File: src/rtl/core/prc_pkg.sv
package prc_pkg;

  localparam int COORD_WIDTH_DEF = 24;
  localparam int RANGE_WIDTH     = 23;
  localparam int QUOT_WIDTH      = RANGE_WIDTH + 1;
  localparam int REG_INDEX_WIDTH = 1;

  localparam logic [RANGE_WIDTH-1:0] RANGE_RESET = RANGE_WIDTH'(128000);

  typedef enum logic [REG_INDEX_WIDTH-1:0] {
    REG_MAX_RANGE = 1'b0,
    REG_ENABLE    = 1'b1
  } reg_index_t;

endpackage

File: src/rtl/core/prc_front.sv
module prc_front import prc_pkg::*; #(
  parameter int W = COORD_WIDTH_DEF
) (
  input  logic                   clk,
  input  logic                   rst,
  input  logic                   adv,
  input  logic                   in_valid,
  input  logic signed [W-1:0]    px,
  input  logic signed [W-1:0]    py,
  input  logic signed [W-1:0]    tx,
  input  logic signed [W-1:0]    ty,
  input  logic [RANGE_WIDTH-1:0] max_range,
  input  logic                   enable,
  output logic                   o_valid,
  output logic [2*W+1:0]         sum_sq,
  output logic                   pass,
  output logic [W:0]             adx,
  output logic [W:0]             ady,
  output logic [4*W+1:0]         side
);
  localparam int SQW = 2*W + 2;
  localparam int RRW = 2*RANGE_WIDTH;
  localparam int CW  = SQW > RRW ? SQW : RRW;

  logic                v1, v2, v3, v4;
  logic [4*W-1:0]      c1, c2, c3, c4;
  logic signed [W:0]   dx1, dy1;
  logic                sx2, sy2, sx3, sy3, sx4, sy4;
  logic [W:0]          ax2, ay2, ax3, ay3, ax4, ay4;
  logic [SQW-1:0]      qx3, qy3, sum4;
  logic [RRW-1:0]      rr3;
  logic                pass4;
  logic [SQW-1:0]      sum_next;
  logic [CW-1:0]       sum_e, rr_e;

  always_ff @(posedge clk) begin
    if (rst) begin
      v1 <= 1'b0;
      v2 <= 1'b0;
      v3 <= 1'b0;
      v4 <= 1'b0;
    end else if (adv) begin
      v1 <= in_valid;
      v2 <= v1;
      v3 <= v2;
      v4 <= v3;
    end
  end

  assign sum_next = qx3 + qy3;
  assign sum_e    = CW'(sum_next);
  assign rr_e     = CW'(rr3);

  always_ff @(posedge clk) begin
    if (adv) begin
      c1    <= {px, py, tx, ty};
      dx1   <= (W+1)'(tx) - (W+1)'(px);
      dy1   <= (W+1)'(ty) - (W+1)'(py);
      c2    <= c1;
      sx2   <= dx1[W];
      sy2   <= dy1[W];
      ax2   <= dx1[W] ? (W+1)'(-dx1) : (W+1)'(dx1);
      ay2   <= dy1[W] ? (W+1)'(-dy1) : (W+1)'(dy1);
      c3    <= c2;
      sx3   <= sx2;
      sy3   <= sy2;
      ax3   <= ax2;
      ay3   <= ay2;
      qx3   <= SQW'(ax2 * ax2);
      qy3   <= SQW'(ay2 * ay2);
      rr3   <= RRW'(max_range * max_range);
      c4    <= c3;
      sx4   <= sx3;
      sy4   <= sy3;
      ax4   <= ax3;
      ay4   <= ay3;
      sum4  <= sum_next;
      pass4 <= !enable || (sum_e < rr_e);
    end
  end

  assign o_valid = v4;
  assign sum_sq  = sum4;
  assign pass    = pass4;
  assign adx     = ax4;
  assign ady     = ay4;
  assign side    = {c4, sx4, sy4};
endmodule

File: config.mk
export PLATFORM = sky130hd
export DESIGN_NAME = prc_front
export DESIGN_NICKNAME = d
export VERILOG_FILES = /design/src/rtl/core/prc_pkg.sv /design/src/rtl/core/prc_front.sv
export SDC_FILE = /design/constraint.sdc
export NUM_CORES = 2
export LEC_CHECK = 0
export ABC_AREA = 1
export BUFFER_PORTS_ARGS = -buffer_cell sky130_fd_sc_hd__buf_2
export CAP_MARGIN = 20
export CORE_MARGIN = 8
export CORE_UTILIZATION = 45
export DETAILED_ROUTE_END_ITERATION = 8
export PLACE_DENSITY = 0.7
export SYNTH_ARGS = -nofsm -noshare
export SYNTH_HDL_FRONTEND = slang
export SYNTH_SLANG_ARGS = --single-unit
File: constraint.sdc
create_clock -name clk -period 7.99 [get_ports clk]
set_input_delay 0 -clock clk [delete_from_list [all_inputs] [get_ports clk]]
set_output_delay 0 -clock clk [all_outputs]
set_load 0.01 [all_outputs]
# == Word level (Yosys, flattened, before mapping) ==
# Index checks and enable logic that the tools add are counted.
# word_totals
inputBits,124
reg_bits,791
output_inout_bits,200
wordCells,42
# classes
muxes,2
n_lt_le_gt_ge,1
add_sub_neg,5
multipliers,3
n_reduce_logical,2
# ops
cell,n
$mul A25 B25 Y50,2
$add A50 B50 Y50,1
$lt A50 B46 Y1,1
$neg A25 Y25,2
$sub A24 B24 Y25,2
$mux W24,2
$mul A23 B23 Y46,1
$logic_not A1 Y1,1
$logic_or A1 B1 Y1,1

# == Depth between registers and ports, before layout ==
# depth
ltp_word,3
mapped_depth,30
depth_no_buf,28

# == Worst setup path after synthesis ==
# No wires, ideal clock.
# synth_timing
path_type,reg2reg
startpoint,reg ax2[3]
endpoint,reg qx3[40] (data pin)
path_buffers,2
path_stages_with_launch,28
arrival_ns,6.070
period_less_slack_ns,6.323
slack_ns,1.667
t_required_ns,7.738
setup_ns,0.252
cell_sequence,edfxtp_1 clkbuf_1 clkbuf_1 nand2_1 fa_1 inv_1 fa_1 inv_1 fa_1 inv_1 fa_1 inv_1 fa_1 inv_1 fa_1 inv_1 fa_1 inv_1 ha_1 a21oi_1 o21ai_0 a21boi_0 o21ai_0 o21bai_2 nand2_1 nand2_1 nand2_1 nand2_1
# synth_between
elab_chain_cells,1
# synth_rtl
item,line_no,source
"start, declared",prc_front.sv:29,"logic [W:0] ax2, ay2, ax3, ay3, ax4, ay4;"
"start signal, assigned",prc_front.sv:62,ax2 <= dx1[W] ? (W+1)'(-dx1) : (W+1)'(dx1);
$mul A25 B25 Y50,prc_front.sv:69,qx3 <= SQW'(ax2 * ax2);
"end signal, assigned",prc_front.sv:69,
"end, declared",prc_front.sv:30,"logic [SQW-1:0] qx3, qy3, sum4;"
# No other way between the ends.
# A chain may end at the register's enable or synchronous reset.

# == Worst setup path after layout ==
# layout_timing
startpoint,reg ax2[9]
endpoint,reg qx3[39] (data pin)
# Same word-level chain as after synthesis.

==> results_dict.tcl <==
set metrics [dict create \
    status "finished, final reports clean" \
    track_usage 0.2133 \
    num-nets-final 11485 \
    setup_viol_count_final 0 \
    fin_setup_tns_ns 0 \
    cp-end-kind "flip-flop" \
    final_antenna_net_count 0 \
    drc 0 \
    path_class "reg -> reg" \
    grt_pass1_wl_um 346400 \
    chipWidth_um 450.8 \
    initial_core_util 0.4530 \
    htree_levels 3 \
    overflow 0 \
    hold_viol_final 0 \
    regToRegStartpoint "ax2[9]$_DFFE_PP_" \
    path_max_fanout 26 \
    worst_slew_pin_slew_ns 1.091 \
    synth-async-reset-ratio 0 \
    cts_tree "done" \
    maxSlewViolCount 0 \
    crit_path_end "qx3[39]$_DFFE_PP_" \
    reg2reg_to "qx3[39]$_DFFE_PP_" \
    max_cap_violations 0 \
    crit_start "ax2[9]$_DFFE_PP_" \
    syn_to_final_growth_pct 10.95 \
    numPortBuffers 323 \
    routedWlPerCell_um 18.03 \
    crit_path_start_kind "flip-flop" \
    cts_buffers 87 \
    synthCells 8887 \
    rsz0062_at_grt "no" \
    grt_pass1_vias 64062 \
    synth_area_mm2 0.08507 \
    finClkSkew_ns 0.07575 \
    postSynthNetCount 11022 \
    dr.pass1.iters 6 \
    clock_latency_ns 0.71 \
    cts-root-buf "clkbuf_16" \
    drt_wl_total_um 215000 \
    min_period_ns 7.386 \
    dp_hpwl_um 178100 \
    vias 59048 \
    core-area_mm2 0.1878 \
    r2r_cells 23 \
    slew_headroom 0.2725 \
    r2r_slack_ns 0.60 \
    final_cell_mix "inv_1, nand2_1, fa_1" \
    avgSynthCellArea_um2 9.572 \
    synth-seq-cells 786 \
    drtIter0Drc 4232 \
    final_layout_size_suffix_gt1_frac 0.06866 \
    die_h_um 450.8 \
    viasPerCell 4.953 \
    yosysSeqAreaShare 0.2770 \
    fin_crit_sh 0.9244 \
    pin_count 324 \
    ys_types 62 \
    fmax_mhz 135.4 \
    cts_max_path_buffers 3 \
    antenna_found_initial 5 \
    ys_warn_count 0 \
    yosys_most_used_dff "edfxtp_1" \
    synth_edf_count 782 \
    worstPathArrival_ns 7.85 \
    hold_path.class "in -> reg" \
    gp_congestion 0.9448 \
    grt_max_degree 189 \
    cts.clk_slew.worst_paths_ns 0.07 \
    rows 159 \
    final_common_cell "inv_1" \
    crit_required_ns 8.46 \
    dieArea_mm2 0.2032 \
    clkSinkCount 786 \
]
[flip-flops by register name (all words and copies together) (netlist names), 25 cells and up]
name and flops:
sum_sq 50, dx1 25, qx3 48, ax2 25, adx 25, qy3 48
rr3 45, ay2 25, c4 96, c3 96, c1 96, c2 96
ay3 25, dy1 25, ax3 25, ady 25
[per-stage QoR]
step / hold WS (ns) / utilization / cells / setup WS [ns] / instance area (µm²)
global placement: 0.1952 / 0.4775 / 11585 / 0.8603 / 89680
finish: 0.05000 / 0.5026 / 11922 / 0.6039 / 94390
detailed placement: 0.1942 / 0.4775 / 11585 / 0.7868 / 89680
floorplan: 0.06907 / - / 8887 / 1.667 / 85070
CTS: 0.001767 / 0.5025 / 11918 / 0.7245 / 94380
global route: 0.01116 / 0.5026 / 11921 / 0.2616 / 94380
[worst min path at each step]
| stage | end | cells past startpoint | start |
|---|---|---|---|
| 2_1_floorplan | o_valid$_SDFFE_PP0P_ | 1 | rst |
| 3_3_place_gp | c1[53]$_DFFE_PP_ | 1 | py[5] |
| 3_5_place_dp | c1[94]$_DFFE_PP_ | 1 | px[22] |
| 4_1_cts | c1[35]$_DFFE_PP_ | 2 | tx[11] |
| 5_1_grt | c1[61]$_DFFE_PP_ | 2 | py[13] |
| 6_report | c1[35]$_DFFE_PP_ | 2 | tx[11] |
[repair_timing]
item                                   CTS  global route
hold buffers                           171             0
endpoints found under the hold margin  212             0
gates resized for setup                  0             0
setup buffers                            0             0
[cells by family (layout without fill, tap and decap cells)]
group	Yosys count	in the layout	share of synthesized area
other	0	4	0
XOR/XNOR	296	296	0.03047
AO/OA/AOI/OAI	657	657	0.04579
AND/OR/NAND/NOR	2274	2274	0.1082
adder cells (fa/ha/maj)	2011	2011	0.4122
flip-flops	786	786	0.2770
buffers and inverters	2863	3399	0.1264
[layout make-up]
cell class / count / area [µm²]
clock inverter: 59 / 745.7
multi-input combinational: 5238 / 50750
fill: 16970 / 93410
sequential: 786 / 23560
timing repair buffer: 570 / 3946
inverter: 2667 / 10010
clock buffer: 103 / 2237
antenna: 4 / 10.01
tap: 2495 / 3122
[synthesized netlist by cell type (8+ instances only)]
cell / number / area [µm²]
a21boi_0: 9 / 67.56
a21o_1: 27 / 202.7
a21oi_1: 299 / 1496
a21oi_2: 9 / 78.83
a31oi_1: 34 / 212.7
clkbuf_1: 191 / 716.9
edfxtp_1: 782 / 23480
fa_1: 1319 / 26410
ha_1: 692 / 8658
inv_1: 2658 / 9977
inv_2: 8 / 30.03
nand2_1: 1585 / 5949
nand2_2: 20 / 125.1
nand3_1: 137 / 685.7
nand4_1: 36 / 225.2
nor2_1: 378 / 1419
nor2_2: 18 / 112.6
nor3_1: 49 / 245.2
nor4_1: 14 / 87.58
o21a_1: 15 / 112.6
o21ai_0: 143 / 715.7
o21ai_1: 17 / 85.08
o21ai_2: 14 / 122.6
o21bai_1: 36 / 270.3
or2_2: 8 / 50.05
xnor2_1: 100 / 875.8
xor2_1: 196 / 1717
[per-layer routing]
layer	GRT usage	vias to the layer above	wire, µm
met5	0	-	13
met4	0.07637	2	7914
met2	0.3656	1762	104900
met3	0.02670	383	11730
li1	-	27522	-
met1	0.2799	29379	90460
[worst max-delay path: stages, from the launching register on]
cell	delay, ns
edfxtp_1	1.07
nand2_1	0.27
fa_1	0.61
inv_1	0.06
fa_1	0.50
inv_1	0.06
fa_1	0.47
fa_1	0.52
inv_1	0.06
fa_1	0.48
fa_1	0.49
inv_1	0.05
fa_1	0.47
inv_1	0.04
ha_1	0.34
nand2_1	0.11
nor2_1	0.16
inv_1	0.09
nor2_1	0.31
inv_1	0.09
o21ai_0	0.25
nand2_1	0.10
nand3_1	0.18
xor2_1	0.34
Power is left out: the tool's default activity adds up to more than one toggle a clock period on the data nets, which glitch-free logic cannot reach.
